## config.mk

```make
export PLATFORM = sky130hd
export DESIGN_NAME = lvcl_front
export DESIGN_NICKNAME = d
export VERILOG_FILES = /design/src/hdl/lvcl_pkg.sv /design/src/hdl/lvcl_front.sv
export SDC_FILE = /design/constraint.sdc
export NUM_CORES = 1
export LEC_CHECK = 0
export BUFFER_PORTS_ARGS = -buffer_cell sky130_fd_sc_hd__buf_2
export CAP_MARGIN = 30
export CELL_PAD_IN_SITES_DETAIL_PLACEMENT = 1
export CELL_PAD_IN_SITES_GLOBAL_PLACEMENT = 1
export CORE_MARGIN = 5
export CORE_UTILIZATION = 18
export DETAILED_ROUTE_END_ITERATION = 6
export PLACE_DENSITY = 0.82
export SETUP_SLACK_MARGIN = 0.1
export SLEW_MARGIN = 30
export SYNTH_ARGS = -nofsm -noshare
export SYNTH_HDL_FRONTEND = slang
export SYNTH_SLANG_ARGS = --single-unit
```

## constraint.sdc

```tcl
create_clock -name vclk -period 1.3
set_clock_uncertainty 0.15 [all_clocks]
set_input_delay 0.26 -clock vclk [all_inputs]
set_output_delay 0.26 -clock vclk [all_outputs]
set_load 0.01 [all_outputs]
```

## src/hdl/lvcl_pkg.sv

```systemverilog
// Package of the label voxel count ledger: sizes, the queued operation type
// and the count reporting function. Depends on nothing.
package lvcl_pkg;

    localparam int LABEL_BITS   = 16;
    localparam int COUNT_BITS   = 32;
    localparam int REPORT_BITS  = 32;
    localparam int TALLY_BITS   = 16;
    localparam int IN_LABEL_W   = 16;
    localparam int QUEUE_DEPTH  = 2;
    localparam int QUEUE_PTR_W  = $clog2(QUEUE_DEPTH);
    localparam int WIDE_BITS    = (COUNT_BITS > REPORT_BITS) ? COUNT_BITS : REPORT_BITS;

    localparam logic [COUNT_BITS-1:0] COUNT_TOP = {COUNT_BITS{1'b1}};
    localparam logic [LABEL_BITS-1:0] LABEL_LAST = {LABEL_BITS{1'b1}};

    localparam logic CMD_UPDATE = 1'b0;
    localparam logic CMD_CLEAR  = 1'b1;

    // One classified item as it waits between the front and the back.
    typedef struct packed {
        logic                  clear;
        logic [LABEL_BITS-1:0] before_label;
        logic [LABEL_BITS-1:0] after_label;
        logic                  same;
        logic                  before_bg;
        logic                  after_bg;
    } lvcl_op_t;

    // A background label reports zero; a count too wide for the result field
    // saturates to all ones.
    function automatic logic [REPORT_BITS-1:0] report_count(
        input logic                  bg,
        input logic [COUNT_BITS-1:0] count
    );
        logic [WIDE_BITS-1:0]   wide;
        logic [REPORT_BITS-1:0] res;
        wide = WIDE_BITS'(count);
        if (bg)
        begin
            res = '0;
        end
        else if (wide > WIDE_BITS'({REPORT_BITS{1'b1}}))
        begin
            res = {REPORT_BITS{1'b1}};
        end
        else
        begin
            res = wide[REPORT_BITS-1:0];
        end
        return res;
    endfunction

endpackage

```

## src/hdl/lvcl_front.sv

```systemverilog
// Front end of the label voxel count ledger: accepts items and classifies them.
// Depends on lvcl_pkg.
module lvcl_front (
    input  logic                               item_valid,
    output logic                               item_stall,
    input  logic                               command,
    input  logic [lvcl_pkg::IN_LABEL_W-1:0]    before_label,
    input  logic [lvcl_pkg::IN_LABEL_W-1:0]    after_label,
    input  logic                               init_busy,
    input  logic                               q_full,
    output logic                               q_push,
    output lvcl_pkg::lvcl_op_t                 q_op
);

    logic [lvcl_pkg::LABEL_BITS-1:0] before_m;
    logic [lvcl_pkg::LABEL_BITS-1:0] after_m;

    // Only the low label bits index the table.
    assign before_m = before_label[lvcl_pkg::LABEL_BITS-1:0];
    assign after_m  = after_label[lvcl_pkg::LABEL_BITS-1:0];

    assign item_stall = q_full || init_busy;
    assign q_push     = item_valid && !item_stall;

    always_comb
    begin
        q_op.clear        = (command == lvcl_pkg::CMD_CLEAR);
        q_op.before_label = before_m;
        q_op.after_label  = after_m;
        q_op.same         = (before_m == after_m);
        q_op.before_bg    = (before_m == '0);
        q_op.after_bg     = (after_m == '0);
    end

endmodule

```

# Word-level counts from Yosys, hierarchy flattened
# Cells that the tools add are included.
# word_totals
ff_bits	0
latchBits	0
ram_bits	0
romBits	0
memories	0
out_inout_bits	38
wordCells	6
# classes
reduce_logical	5
multipliers	0
n_bitwise	0
n_addsub	0
div_mod_pow	0
shifts	0
muxes	0
n_eq_ne	1
n_lt_le_gt_ge	0
# op_table
op	count
$logic_not A16 Y1	2
$eq A16 B16 Y1	1
$logic_and A1 B1 Y1	1
$logic_not A1 Y1	1
$logic_or A1 B1 Y1	1

# Depth between registers and ports, before layout
# Gate-level depths: netlist of the first run.
# depth
word_depth	3
depth_mapped	3
mapped_depth_nobuf	3

# Worst setup path after synthesis of the first run
# OpenSTA, ideal clock, no wires.
# synth_path
path_kind	input to output
start	input port after_label[5] (netlist name)
end	output port q_op[2] (netlist name)
t_arrival_ns	0.874
t_required_ns	0.890
cell_stages	3
slack_ns	0.016
cell_sequence	xnor2_1 -> nand4_1 -> nor4_2
# synth_lines
item	line	rtl
start: declaration	lvcl_front.sv:8	input logic [lvcl_pkg::IN_LABEL_W-1:0] after_label,
end: declaration	lvcl_front.sv:12	output lvcl_pkg::lvcl_op_t q_op

==> flow_metrics.env, run 1 <==
export IMPL_seq_area_sq_um=0
export IMPL_num_antenna_cells=0
export IMPL_drc=0
export IMPL_yosys_area_share_simple=0.227
export IMPL_maxSlewViolCount=0
export IMPL_path_class="in -> out"
export IMPL_p_int_w=0.000180
export IMPL_route_vias_total=581
export IMPL_cp_start_kind="input port"
export IMPL_violations="setup timing"
export IMPL_antenna_found_initial=0
export IMPL_timing_final_ws_setup_ps=-195
export IMPL_dp_hpwl_mm=1.87
export IMPL_arrival_ps=1080
export IMPL_grt_usage=0.0954
export IMPL_seq_cells=0
export IMPL_maxCapViolCount=0
export IMPL_synth_adder_area_share=0
export IMPL_worst_pin_slew_ps=260
export IMPL_synth_compound_area_frac=0
export IMPL_cp_max_fo=3
export IMPL_synth_area_leaders="buf_4 49%, xnor2_1 28%, nor4_1 9.9%, nand4_1 4.9%, and4_1 3.5%"
export IMPL_ys_types=9
export IMPL_drive_above_1_share=0.844
export IMPL_first_pass_iters=4
export IMPL_postCtsHoldBufs=0
export IMPL_io_buffer_count=72
export IMPL_synth_area_mux_share=0
export IMPL_grt_max_degree=4
export IMPL_std_cell_rows=19
export IMPL_irDropWorstVdd_mv=0.136
export IMPL_drtIter0Drc=2
export IMPL_pin_count=74
export IMPL_areaGrowthSynthToFinish_pct=86.4
export IMPL_critPathRequiredTime_ps=890
export IMPL_rsz0062_at_grt="true"
export IMPL_die_w_um=63.1
export IMPL_viasPerCell=4.15
export IMPL_final_core_util=0.346
export IMPL_power_leakage_nw=0.464
export IMPL_yosysWarnings=0
export IMPL_power_frac_comb=1.000
export IMPL_powerDensity_mw_per_mm2=347
export IMPL_hold_class="in -> out"
export IMPL_synth_area_sq_um=507
export IMPL_seqPwrFrac=0
export IMPL_synth_area_leader_cell="buf_4"
export IMPL_die_h_um=63.1
export IMPL_sw_frac_of_total=0.452
export IMPL_start_util=0.185
export IMPL_avgSynthCellArea_sq_um=7.56
export IMPL_dieArea_sq_mm=0.00398
export IMPL_gp_congestion=0.732
export IMPL_setup_violations=3
export IMPL_grt_pass1_vias=634
export IMPL_synth_common_cells="33 x buf_4, 16 x xnor2_1, 8 x nor4_1"
export IMPL_yosys_area_top_type_share=0.489
export IMPL_crit_path_end_kind="primary output"
export IMPL_ant_nets=0
export IMPL_finalCriticalPeriod_ps=1490
export IMPL_power_share_clock=0
export IMPL_power_switching_w=0.000148
export IMPL_grt_pass1_wl_mm=3.17
export IMPL_coreArea_sq_mm=0.00273
export IMPL_synth_most_common_cell="buf_4"
export IMPL_grt_overflow_total=0
export IMPL_syn_instance_count=67
export IMPL_wirelength_mm=2.10
export IMPL_synthXorXnorAreaFrac=0.277
export IMPL_synth_nets=103
export IMPL_n_clock_buffer=0
export IMPL_status="complete, but fails checks"
export IMPL_n_fill_cell=337
export IMPL_pre_cts_slack_ps=-235
export IMPL_synth_top_family_by_area="buffers and inverters"
export IMPL_fmax_ghz=0.669
export IMPL_routedWlPerCell_um=15.0
export IMPL_ys_seq_area_frac=0
export IMPL_whs_ps=370
export IMPL_hold_violations=0
export IMPL_fin_nets=147
export IMPL_relSlewSlack=0.825
export IMPL_finalCritPeriodShare=1.15
[final cells by class]
class	count	area, sq um	share of cell area
Tap cell	31	38.8	0.0411
Multi-Input combinational cell	33	400	0.424
Inverter	1	3.75	0.00397
Timing Repair Buffer	75	502	0.531
[worst max-delay path: stages]
cell	delay, ps
buf_2	140
nor4_4	310
and4_1	240
buf_2	140
[cells in the final DEF (no fill, tap or decap), drive strengths merged]
| cell type | Yosys | layout |
|---|---|---|
| and4 | 2 | 2 |
| buf | 33 | 75 |
| inv | 1 | 1 |
| nand4 | 4 | 4 |
| nor2 | 1 | 1 |
| nor4 | 9 | 9 |
| or2 | 1 | 1 |
| xnor2 | 16 | 16 |
[cells by family after synthesis]
| kind of cell | after synthesis |
|---|---|
| buffers and inverters | 34 |
| and+or+nand+nor | 17 |
| xor gates and xnor gates | 16 |
[final timing paths]
path	depth (start not counted)	startpoint	slack (ps)	end
setup / recovery	4	after_label[11]	-190	q_op[0]
hold / removal	0	command	370	q_op[35]
[power groups by stage]
| stage | logic, W | clock network (W) | registers (W) |
|---|---|---|---|
| global placement | 0.000242 | 0 | 0 |
| CTS | 0.000306 | 0 | 0 |
| finish | 0.000328 | 0 | 0 |
| detailed placement | 0.000247 | 0 | 0 |
| global route | 0.000352 | 0 | 0 |
| floorplan | 0.000167 | 0 | 0 |
[layer usage]
layer,share of wire,GRT usage,vias up
met5,0,0,-
met4,0,0,0
met3,0.099,0.0178,0
met2,0.58,0.199,36
met1,0.32,0.102,260
li1,-,-,285
[metrics by stage]
stage / instance area (sq um) / cells / power [W] / TNS (ps)
after floorplan: 529 / 67 / 0.000167 / 0
after global placement: 688 / 138 / 0.000242 / -589
after detailed placement: 688 / 138 / 0.000247 / -675
after CTS: 861 / 138 / 0.000306 / -532
after global routing: 945 / 140 / 0.000352 / -591
final: 945 / 140 / 0.000328 / -455
[timing repair]
action,4_1_cts,5_1_grt
pin swaps,19,5
buffers inserted,0,2
setup endpoints to repair,4,4
resized for setup,37,12
(Power assumes the default switching activity.)
==> run 2: changes to the inputs <==
--- a/config.mk
+++ b/config.mk
@@ -9,7 +9,7 @@
 export CAP_MARGIN = 30
 export CELL_PAD_IN_SITES_DETAIL_PLACEMENT = 1
 export CELL_PAD_IN_SITES_GLOBAL_PLACEMENT = 1
-export CORE_MARGIN = 5
+export CORE_MARGIN = 4
 export CORE_UTILIZATION = 18
 export DETAILED_ROUTE_END_ITERATION = 6
 export PLACE_DENSITY = 0.82
==> constraint.sdc (replaced) <==
create_clock -name vclk -period 1.56
set_clock_uncertainty 0.15 [all_clocks]
set_input_delay 0.312 -clock vclk [all_inputs]
set_output_delay 0.312 -clock vclk [all_outputs]
set_load 0.01 [all_outputs]
==> run 2 against run 1 <==
Net effect: the run still ends with setup timing left; power is 14% lower; routed wire length grew 6.1%; first-iteration DRC count grew to 4.5 times the previous value; critical path depth up 1; final cell count rose by 1.4%; largest cell class unchanged; non-clock buffer count grew 3; clock-buffer cell count is the same.
==> flow_metrics.env, run 2 (same netlist as run 1, synthesis figures left out) <==
export IMPL_gp_congestion=0.736
export IMPL_antenna_found_initial=0
export IMPL_power_leakage_nw=0.493
export IMPL_hold_class="in -> out"
export IMPL_dp_hpwl_mm=1.83
export IMPL_whs_ps=474
export IMPL_pin_count=74
export IMPL_grt_usage=0.110
export IMPL_crit_path_end_kind="primary output"
export IMPL_wirelength_mm=2.22
export IMPL_multi_input_area_sq_um=415
export IMPL_irDropWorstVdd_mv=0.124
export IMPL_die_w_um=61.1
export IMPL_status="complete, but fails checks"
export IMPL_seq_area_sq_um=0
export IMPL_finalPower_w=0.000282
export IMPL_arrival_ps=1150
export IMPL_n_fill_cell=332
export IMPL_worst_pin_slew_ps=238
export IMPL_final_common_cell="buf_2"
export IMPL_ant_nets=0
export IMPL_powerDensity_mw_per_mm2=292
export IMPL_seq_cells=0
export IMPL_dieArea_sq_mm=0.00373
export IMPL_fmax_ghz=0.620
export IMPL_grt_pass1_vias=659
export IMPL_coreArea_sq_mm=0.00259
export IMPL_n_clock_buffer=0
export IMPL_path_class="in -> out"
export IMPL_fin_nets=150
export IMPL_grt_max_degree=4
export IMPL_grt_pass1_wl_mm=3.10
export IMPL_setup_violations=1
export IMPL_finalCritPeriodShare=1.03
export IMPL_start_util=0.196
export IMPL_maxSlewViolCount=0
export IMPL_cp_start_kind="input port"
export IMPL_route_vias_total=622
export IMPL_cp_max_fo=3
export IMPL_drc=0
export IMPL_num_antenna_cells=0
export IMPL_drive_above_1_share=0.893
export IMPL_hold_violations=0
export IMPL_areaGrowthSynthToFinish_pct=90.4
export IMPL_pre_cts_slack_ps=-84.7
export IMPL_viasPerCell=4.38
export IMPL_rsz0062_at_grt="true"
export IMPL_die_h_um=61.1
export IMPL_violations="setup timing"
export IMPL_grt_overflow_total=0
export IMPL_maxCapViolCount=0
export IMPL_finalCriticalPeriod_ps=1610
export IMPL_first_pass_iters=2
export IMPL_timing_final_ws_setup_ps=-52.0
export IMPL_std_cell_rows=18
export IMPL_relSlewSlack=0.840
export IMPL_io_buffer_count=72
export IMPL_mostFrequentLayoutCells="58 x buf_2, 14 x xnor2_2, 12 x buf_6"
export IMPL_critPathRequiredTime_ps=1100
export IMPL_drtIter0Drc=9
export IMPL_routedWlPerCell_um=15.7
## run 2: changes by cell type in the layout (fill, tap and decap cells not counted)
cell,before,now
nor2_1,0,1
buf_6,13,12
nor4_2,1,5
buf_2,53,58
nor2_4,1,0
buf_4,6,5
nor4_1,4,2
xnor2_2,10,14
xnor2_1,6,2
or2_2,0,1
nor4_4,4,2
or2_4,1,0
## run 2: timing repair
action | in CTS | in global routing
setup buffers | 1 | 0
gates resized for setup | 42 | 8
setup endpoints to repair | 3 | 3
hold buffers | 0 | 0
endpoints found under the hold margin | 0 | 0
pin swaps | 15 | 3
## run 2: metrics by stage
step	setup TNS (ps)	utilization	instance area, sq um	cells
3_5_place_dp	-186	0.268	694	141
2_1_floorplan	0	-	507	67
4_1_cts	-61.8	0.355	918	142
3_3_place_gp	-201	0.268	694	141
5_1_grt	-207	0.372	965	142
6_report	-52.0	0.372	965	142
## run 2: final cells by class
cell class / instances / share of cell area
Inverter: 1 / 0.00389
Multi-Input combinational cell: 33 / 0.431
Tap cell: 30 / 0.0389
Timing Repair Buffer: 78 / 0.527
## run 2: metal layers
layer / part of all wire / GRT usage / vias up
met5: 0 / 0 / -
met4: 0 / 0.00310 / 0
met3: 0.074 / 0.00629 / 0
met2: 0.63 / 0.257 / 35
met1: 0.29 / 0.104 / 295
li1: - / - / 292
## run 2: worst paths after layout
| check | cells past startpoint | from | end | slack, ps |
|---|---|---|---|---|
| setup / recovery | 5 | after_label[8] | q_op[2] | -50 |
| hold / removal | 0 | command | q_op[35] | 470 |
## run 2: critical path, stage by stage
cell and delay, ps:
buf_4 130, xnor2_2 120, nand4_1 120, nor4_2 280, buf_2 180
## run 2: power breakdown
group,leakage (nW),internal [W],switching [W]
combinational,0.493,0.000155,0.000127
clock,0,0,0
sequential,0,0,0
total,0.493,0.000155,0.000127
