## config.mk

```make
export PLATFORM = sky130hd
export DESIGN_NAME = lvcl_queue
export DESIGN_NICKNAME = d
export VERILOG_FILES = /design/src/hdl/lvcl_pkg.sv /design/src/hdl/lvcl_queue.sv
export SDC_FILE = /design/constraint.sdc
export NUM_CORES = 1
export LEC_CHECK = 0
export BUFFER_PORTS_ARGS = -buffer_cell sky130_fd_sc_hd__buf_2
export CAP_MARGIN = 20
export CORE_MARGIN = 2
export CORE_UTILIZATION = 40
export CTS_BUF_LIST = sky130_fd_sc_hd__clkbuf_4 sky130_fd_sc_hd__clkbuf_8
export CTS_CLUSTER_SIZE = 14
export DETAILED_ROUTE_END_ITERATION = 8
export GPL_ROUTABILITY_DRIVEN = 0
export PLACE_DENSITY = 0.73
export SLEW_MARGIN = 20
export SYNTH_ARGS = -nofsm -noshare
export SYNTH_HDL_FRONTEND = slang
export SYNTH_SLANG_ARGS = --single-unit
export TNS_END_PERCENT = 5
```

## constraint.sdc

```tcl
create_clock -name clk -period 3.42 [get_ports clk]
set_input_delay 0.171 -clock clk [delete_from_list [all_inputs] [get_ports clk]]
set_output_delay 0.171 -clock clk [all_outputs]
set_load 0.005 [all_outputs]
```

## src/hdl/lvcl_pkg.sv

```systemverilog
// Package of the label voxel count ledger: sizes, the queued operation type
// and the count reporting function. Depends on nothing.
package lvcl_pkg;

    localparam int LABEL_BITS   = 16;
    localparam int COUNT_BITS   = 32;
    localparam int REPORT_BITS  = 32;
    localparam int TALLY_BITS   = 16;
    localparam int IN_LABEL_W   = 16;
    localparam int QUEUE_DEPTH  = 2;
    localparam int QUEUE_PTR_W  = $clog2(QUEUE_DEPTH);
    localparam int WIDE_BITS    = (COUNT_BITS > REPORT_BITS) ? COUNT_BITS : REPORT_BITS;

    localparam logic [COUNT_BITS-1:0] COUNT_TOP = {COUNT_BITS{1'b1}};
    localparam logic [LABEL_BITS-1:0] LABEL_LAST = {LABEL_BITS{1'b1}};

    localparam logic CMD_UPDATE = 1'b0;
    localparam logic CMD_CLEAR  = 1'b1;

    // One classified item as it waits between the front and the back.
    typedef struct packed {
        logic                  clear;
        logic [LABEL_BITS-1:0] before_label;
        logic [LABEL_BITS-1:0] after_label;
        logic                  same;
        logic                  before_bg;
        logic                  after_bg;
    } lvcl_op_t;

    // A background label reports zero; a count too wide for the result field
    // saturates to all ones.
    function automatic logic [REPORT_BITS-1:0] report_count(
        input logic                  bg,
        input logic [COUNT_BITS-1:0] count
    );
        logic [WIDE_BITS-1:0]   wide;
        logic [REPORT_BITS-1:0] res;
        wide = WIDE_BITS'(count);
        if (bg)
        begin
            res = '0;
        end
        else if (wide > WIDE_BITS'({REPORT_BITS{1'b1}}))
        begin
            res = {REPORT_BITS{1'b1}};
        end
        else
        begin
            res = wide[REPORT_BITS-1:0];
        end
        return res;
    endfunction

endpackage

```

## src/hdl/lvcl_queue.sv

```systemverilog
// Short queue of classified operations between front and back.
// Depends on lvcl_pkg.
module lvcl_queue (
    input  logic               clk,
    input  logic               rst_n,
    input  logic               push,
    input  lvcl_pkg::lvcl_op_t push_op,
    output logic               full,
    input  logic               pop,
    output logic               pop_valid,
    output lvcl_pkg::lvcl_op_t pop_op
);

    lvcl_pkg::lvcl_op_t                  entry_reg [lvcl_pkg::QUEUE_DEPTH];
    logic [lvcl_pkg::QUEUE_PTR_W-1:0]    wr_ptr_reg;
    logic [lvcl_pkg::QUEUE_PTR_W-1:0]    wr_ptr_next;
    logic [lvcl_pkg::QUEUE_PTR_W-1:0]    rd_ptr_reg;
    logic [lvcl_pkg::QUEUE_PTR_W-1:0]    rd_ptr_next;
    logic [lvcl_pkg::QUEUE_PTR_W:0]      fill_reg;
    logic [lvcl_pkg::QUEUE_PTR_W:0]      fill_next;

    assign full      = (fill_reg == (lvcl_pkg::QUEUE_PTR_W + 1)'(lvcl_pkg::QUEUE_DEPTH));
    assign pop_valid = (fill_reg != '0);
    assign pop_op    = entry_reg[rd_ptr_reg];

    always_comb
    begin
        wr_ptr_next = push ? wr_ptr_reg + 1'b1 : wr_ptr_reg;
        rd_ptr_next = pop ? rd_ptr_reg + 1'b1 : rd_ptr_reg;
        fill_next   = fill_reg;
        if (push && !pop)
        begin
            fill_next = fill_reg + 1'b1;
        end
        else if (pop && !push)
        begin
            fill_next = fill_reg - 1'b1;
        end
    end

    always_ff @(posedge clk or negedge rst_n)
    begin
        if (!rst_n)
        begin
            wr_ptr_reg <= '0;
            rd_ptr_reg <= '0;
            fill_reg   <= '0;
        end
        else
        begin
            wr_ptr_reg <= wr_ptr_next;
            rd_ptr_reg <= rd_ptr_next;
            fill_reg   <= fill_next;
        end
    end

    always_ff @(posedge clk)
    begin
        if (push)
        begin
            entry_reg[wr_ptr_reg] <= push_op;
        end
    end

endmodule

```

### Word-level counts from Yosys, hierarchy flattened

Memory sizes are Yosys's and may differ from the RTL's.
Cells that the tools add are included.
Widths: inputs -> output; s select.

* logic and storage cells: 19
* flip-flop bits (word level): 4
* input port bits: 40
* bits in writable memories: 72
* memories kept: 1
* output and inout port bits: 38

Memories
* entry_reg: depth 2, bits a word 36, rd ports 1, clocked after memory_dff 0, wr ports 1, RTL line lvcl_queue.sv:14 `lvcl_pkg::lvcl_op_t entry_reg [lvcl_pkg::QUEUE_DEPTH];`

* reductions and logical operators: 6
* muxes and demuxes: 4
* add/sub/neg operators: 4
* equality and inequality tests: 1

Operator list (number)
* $mux 2: 2
* $reduce_bool 2->1: 2
* $add 1x1->1 const B: 2
* $add 2x1->2 const B: 1
* $eq 2x2->1 const B: 1
* $logic_and 1x1->1: 2
* $logic_not 1->1: 2
* $mux 1: 2
* $sub 2x1->2 const B: 1

### Depth between registers and ports, before layout

Gate-level depths: netlist (run 1).

* word-level depth: 4
* mapped depth: 5
* gate-level depth less buffers: 5

### Worst setup path after synthesis (run 1)

Ideal clock, no wire load.

* kind: register to register
* from: reg wr_ptr_reg
* to: mem entry_reg[0][0] in the netlist's numbering (enable)
* path slack: 0.969 ns
* required time: 2.986 ns
* clock period less this slack: 2.451 ns
* stages on the path, launching flop included: 2
* buffers on the path: 0
* library setup time: 0.434 ns
* arrival time: 2.017 ns
* cells stage by stage: dfrtp_1 nor2b_1

RTL lines
* from (decl): RTL line lvcl_queue.sv:15 `logic [lvcl_pkg::QUEUE_PTR_W-1:0] wr_ptr_reg;`
* from (signal assigned): RTL line lvcl_queue.sv:51 `wr_ptr_reg <= wr_ptr_next;`
* to (decl): RTL line lvcl_queue.sv:14

Straight into the memory's write port.

==> results of run 1 <==
per-layer routing:
layer  up-vias  GRT usage, %  routed length [um]
li1        717             -                   -
met1       735          13.3                2040
met2        54          20.5                2380
met3        11          2.65                 202
met4         0          9.36                 140
met5         -             0                   0
worst paths after layout:
path / end / slack (ps) / depth (start not counted)
setup / recovery: pop_op[15] / 1480 / 2
hold / removal: entry_reg[0][32] / 20 / 1
setup reg to reg: entry_reg[0][7] / 1770 / 1
hold reg to reg: fill_reg[1] / 480 / 1
max in group asynchronous: rd_ptr_reg / 3120 / 2
min in group asynchronous: fill_reg[0] / 160 / 2
placed cells by master, fill, tap and decap left out, drive strengths merged, types with 2 or more instances in the layout:
cell and n:
buf 77, dlygate4sd3 27, xor2 4, edfxtp 72, nor2b 2, clkbuf 9, mux2 36, bufinv 3
dfrtp 4, clkinv 4
Yosys cell counts:
cell	instances	area, sq um
ha_1	1	12.5
nor2_1	1	3.75
inv_1	1	3.75
buf_12	3	60.1
buf_6	1	11.3
xnor2_1	1	8.76
nor2b_1	2	12.5
mux2_4	29	435
dfrtp_1	4	100
edfxtp_1	72	2160
and2_1	1	6.26
or2_2	1	6.26
xor2_1	4	35.0
mux2_2	7	78.8
layout make-up:
class / count / area share [%]
clock buffer: 9 / 3.18
clock inverter: 7 / 2.95
inverter: 1 / 0.0963
multi-input combinational: 47 / 15.6
sequential: 76 / 58.2
tap: 99 / 3.18
timing repair buffer: 104 / 16.8
timing repair:
item	CTS	global route
setup buffers	0	0
hold buffers	27	0
hold endpoints to repair	50	0
gates resized for setup	0	0
metrics by stage:
step / instance area (sq um) / total power [mW] / hold slack [ps] / utilization [%]
3_5_place_dp: 3380 / 2.17 / -11.9 / 47.2
6_report: 3900 / 2.94 / 16.9 / 54.3
4_1_cts: 3890 / 3.00 / 0.0402 / 54.3
3_3_place_gp: 3380 / 2.15 / -15.6 / 47.2
5_1_grt: 3900 / 3.10 / 0.309 / 54.3
2_1_floorplan: 2940 / 1.94 / -125 / -
power by group through the flow:
stage	Combinational, mW	Sequential [mW]	Clock (mW)
final	0.721	1.41	0.804
after CTS	0.753	1.42	0.828
after detailed placement	0.727	1.44	0
after global placement	0.718	1.43	0
after global routing	0.796	1.44	0.860
after floorplan	0.632	1.31	0
cells by family (layout without fill, tap and decap cells):
| family | Yosys count | in the layout |
|---|---|---|
| fa+ha+maj | 1 | 1 |
| xor+xnor | 5 | 5 |
| simple gates | 5 | 5 |
| buf+inv | 5 | 121 |
| flops | 76 | 76 |
| mux | 36 | 36 |
==> impl_results.md, run 1 <==
- Diodes inserted: 0
- Crit path buffers/inverters: 1
- Register area share after synthesis: 77.0%
- Cell Area, Synth: 2940 sq um
- Final setup fails: 0
- Final Hold Fails: 0
- Post-Place Worst Slack: 1580 ps
- Seq cells post-synth: 76
- Antenna-violating nets left: 0
- Wirelength, routed: 4.76 mm
- Clock-pin slew on the worst setup and hold paths: 80 ps
- Clk sinks: 76
- Max IR drop VDD: 505 uV
- DR iter-0 viols: 57
- Row count: 31
- Synth-to-layout area growth: 32.7%
- Fin crit share: 56.7%
- I/O pin cnt: 78
- DRC: 0
- WP data arrival: 1770 ps
- Post-Route Setup TNS: 0 ps
- Flip-flop count of the largest register after layout: 72
- Initial antenna violation count: 0
- Worst setup startpoint: rd_ptr_reg
- Area of the multi-input gates: 608 sq um
- Reg area: 2270 sq um
- Full die area: 8040 sq um
- Post-route non-filler standard cell count: 343
- RSZ-0062 raised after global routing: no
- Pin count of the biggest net entering global routing: 38
- Vias in the first global route: 1538
- Core box area: 7180 sq um
- CTS tree: built
- HP Start: push_op[32]
- DIE HEIGHT: 89.7 um
- Max-cap viol count: 0
- Relative slew slack: 31.0%
- Sw frac: 25.3%
- Comb power frac: 24.6%
- Mux cell area share after synthesis: 17.5%
- Clock share of power: 27.4%
- Power Internal: 2.19 mW
- Total congestion overflow: 0
- PortBufs: 77
- Via count: 1517
- Post-synthesis cell type count: 14
- CP top delay family: flip-flops
- Fillers: 608
- Post-synthesis xor/xnor area fraction: 1.49%
- Vias per inst: 4.42
- Clock Tree Root: clkbuf_8
- Starting Density: 40.9%
- Synth Area in Simple Gates: 0.980%
- Max incr delay on CP: 840 ps
- First-pass GRT wire length: 6.92 mm
- Hold Crit Class: primary input to register
- Slew @ Worst Pin: 1030 ps
- Power per Cell Area: 754 nW/um^2
- Drt pass-1 iters: 4
- CTS buffer count: 9
- Chip width: 89.7 um
- Compound-Gate Fraction of Synth Area: 0%
- Max clock buf depth: 2
- Critical path endpoint category: output port
- Tmin final: 1940 ps
- Max Fclk: 516 MHz
- Syn nets: 169
- Synth Instances: 128
- Leakage: 1.57 nW
- Fraction of layout cells with a size suffix above 1: 53.7%
- HPWL Detailed: 2.87 mm
- Nets@finish: 280
- R2r startpoint: wr_ptr_reg
- Largest family of logic cells by synthesized area: multiplexers
- Critical-path cell list: mux2_2 -> buf_2
- Seq pwr share: 48.1%
- Critical Path RT: 3250 ps
- Switching pwr: 0.742 mW
- Kind of critical path: register to output port
- Outcome: complete, no violations
- Wirelength per Cell: 13.9 um
- Max FO, Critical Path: 37
- Slowest library cell on the worst path: dfrtp_4
- Worst setup margin: 1480 ps
- Pins Over Slew Limit: 0
- Clock Latency Late Sink: 350 ps
- Gr usage total: 12.1%
- Critical Path Source Type: register
- Adder-cell share of the synthesized area: 0.426%
- Post-Syn Area per Cell: 22.9 sq um
- Worst Skew: 9.64 ps
- Synth warnings: 0
- Placed Cells: 300
- H-Tree Depth: 3
No activity file was read; power rests on OpenSTA's default activity.
==> inputs of run 2 (changes only) <==
- clock period: 3.42 -> 1.9 ns (I/O delays scaled with it)
==> impl_results.md, run 2 (synthesized netlist as in run 1, its figures left out) <==
- Outcome: complete, no violations
- Post-Route Setup TNS: 0 ps (unchanged)
- Final Util: 55.8% (+1.5 points)
- Worst reg2reg path depth: 2 (+1)
- Flip-flop count of the largest register after layout: 72 (unchanged)
- Clock Tree Root: clkbuf_8
- Gr usage total: 13.0% (+0.86 points)
- Post-Place Worst Slack: 720 ps (-856 ps)
- Clock Latency Late Sink: 340 ps (about the same)
- Kind of critical path: register to output port
- Power per Cell Area: 1250 nW/um^2 (+66%)
- Core box area: 7180 sq um (unchanged)
- Power Internal: 3.66 mW (+67%)
- Tmin final: 1530 ps
- Slowest library cell on the worst path: dfrtp_2
- Final Hold Fails: 0 (unchanged)
- Worst setup margin: 370 ps (-1110 ps)
- Commonest non-fill, non-tap cell in the layout: buf_2
- Row count: 31 (unchanged)
- I/O pin cnt: 78 (unchanged)
- Worst Skew: 5.86 ps (-3.78 ps)
- RSZ-0062 raised after global routing: no
- Leakage: 1.61 nW (+2.6%)
- Clock share of power: 20.4% (-7.0 points)
- Fin crit share: 80.5%
- Via count: 1584 (+4.4%)
- Most frequent cells in the layout: buf_2 (77), edfxtp_1 (72), dlygate4sd3_1 (39)
- Pin count of the biggest net entering global routing: 36 (-5.3%)
- Total congestion overflow: 0 (unchanged)
- Hold WS: 93.5 ps (+76.7 ps)
- Critical Path Source Type: register
- R2R Setup Slk: 720 ps (-1050 ps)
- Vias in the first global route: 1574 (+2.3%)
- WP data arrival: 1430 ps (-340 ps)
- Setup Buffers After CTS: 0 (unchanged)
- CTS-repair resized insts: 0 (unchanged)
- PortBufs: 77 (unchanged)
- Clock-pin slew on the worst setup and hold paths: 70 ps (about the same)
- Clk sinks: 76 (unchanged)
- Slew @ Worst Pin: 210 ps (-822 ps)
- Chip width: 89.7 um (unchanged)
- Max-cap viol count: 0 (unchanged)
- Wirelength, routed: 5.07 mm (+6.6%)
- Diodes inserted: 0 (unchanged)
- H-Tree Depth: 3 (unchanged)
- Drt pass-1 iters: 4 (unchanged)
- Comb power frac: 32.7% (+8.1 points)
- Wirelength per Cell: 14.1 um (+1.8%)
- Max IR drop VDD: 832 uV (+65%)
- Max clock buf depth: 2 (unchanged)
- DRC: 0 (unchanged)
- Initial antenna violation count: 0 (unchanged)
- Fraction of layout cells with a size suffix above 1: 51.5% (-2.2 points)
- Worst r2r dst: entry_reg[1][10]
- Relative slew slack: 86.0% (+55 points)
- Full die area: 8040 sq um (unchanged)
- Antenna-violating nets left: 0 (unchanged)
- HPWL Detailed: 3.06 mm (+6.6%)
- Switching pwr: 1.34 mW (+81%)
- Max Fclk: 654 MHz
- Max incr delay on CP: 390 ps (-450 ps)
- Critical Path RT: 1800 ps (-1450 ps)
- DR iter-0 viols: 79 (+39%)
- Final setup fails: 0 (unchanged)
- CTS tree: built
- Critical path endpoint category: output port
- DIE HEIGHT: 89.7 um (unchanged)
- Starting Density: 40.9% (unchanged)
- Vias per inst: 4.41 (-0.24%)
- First-pass GRT wire length: 7.42 mm (+7.2%)
- Hold Crit Class: primary input to asynchronous set/reset pin
- Total power: 5.00 mW (+70%)
- Sw frac: 26.9% (+1.6 points)
- Nets@finish: 296 (+5.7%)
- Seq pwr share: 46.9% (-1.2 points)
- R2r startpoint: wr_ptr_reg
- Critical-path cell list: buf_12 -> mux2_2 -> buf_2
- Synth-to-layout area growth: 36.4%
- Max FO, Critical Path: 26 (-30%)
- Pins Over Slew Limit: 0 (unchanged)
- CTS buffer count: 9 (unchanged)
[run 2: critical path, delay by kind of cell, from the launching register on]
| kind | cells | cell delay [ps] |
|---|---|---|
| buffers and inverters | 2 | 330 |
| DFF | 1 | 390 |
| muxes | 1 | 360 |
[run 2: per-layer routing]
metal | part of all wire (%) | vias up | track usage [%]
met4 | 2.0 | 0 | 7.33
met1 | 44 | 767 | 15.9
met5 | 0 | - | 0
li1 | - | 746 | -
met3 | 5.7 | 11 | 3.11
met2 | 48 | 60 | 21.1
[run 2: worst max path at each step]
stage                    start               to  slack [ps]  depth (start not counted)
floorplan           wr_ptr_reg  entry_reg[0][0]         130                          1
global placement    rd_ptr_reg       pop_op[22]         730                          3
detailed placement  rd_ptr_reg       pop_op[22]         720                          3
CTS                 rd_ptr_reg       pop_op[22]         340                          3
global route        rd_ptr_reg       pop_op[23]         310                          3
finish              rd_ptr_reg       pop_op[23]         370                          3
[run 2: cell type report]
type	instances	area (sq um)
Sequential cell	76	2260
Clock inverter	6	31.3
Fill cell	594	3170
Tap cell	99	124
Inverter	1	3.75
Clock buffer	10	131
Multi-Input combinational cell	47	608
Timing Repair Buffer	120	843
[run 2: timing repair]
item | 4_1_cts | 5_1_grt
hold buffers | 39 | 0
endpoints found under the hold margin | 78 | 0
setup endpoints to repair | 0 | 0
[run 2: power by group through the flow]
| stage | Sequential [mW] | Combinational (mW) | Clock [mW] |
|---|---|---|---|
| after global routing | 2.38 | 1.79 | 1.14 |
| after floorplan | 2.35 | 1.14 | 0 |
| final | 2.34 | 1.63 | 1.02 |
| after CTS | 2.35 | 1.66 | 1.07 |
| after detailed placement | 2.38 | 1.60 | 0 |
| after global placement | 2.36 | 1.59 | 0 |
[run 2: through the flow]
step	instances	area, sq um
after floorplan	128	2940
after global placement	304	3450
after detailed placement	304	3450
after CTS	359	4010
after global routing	359	4010
final	359	4010
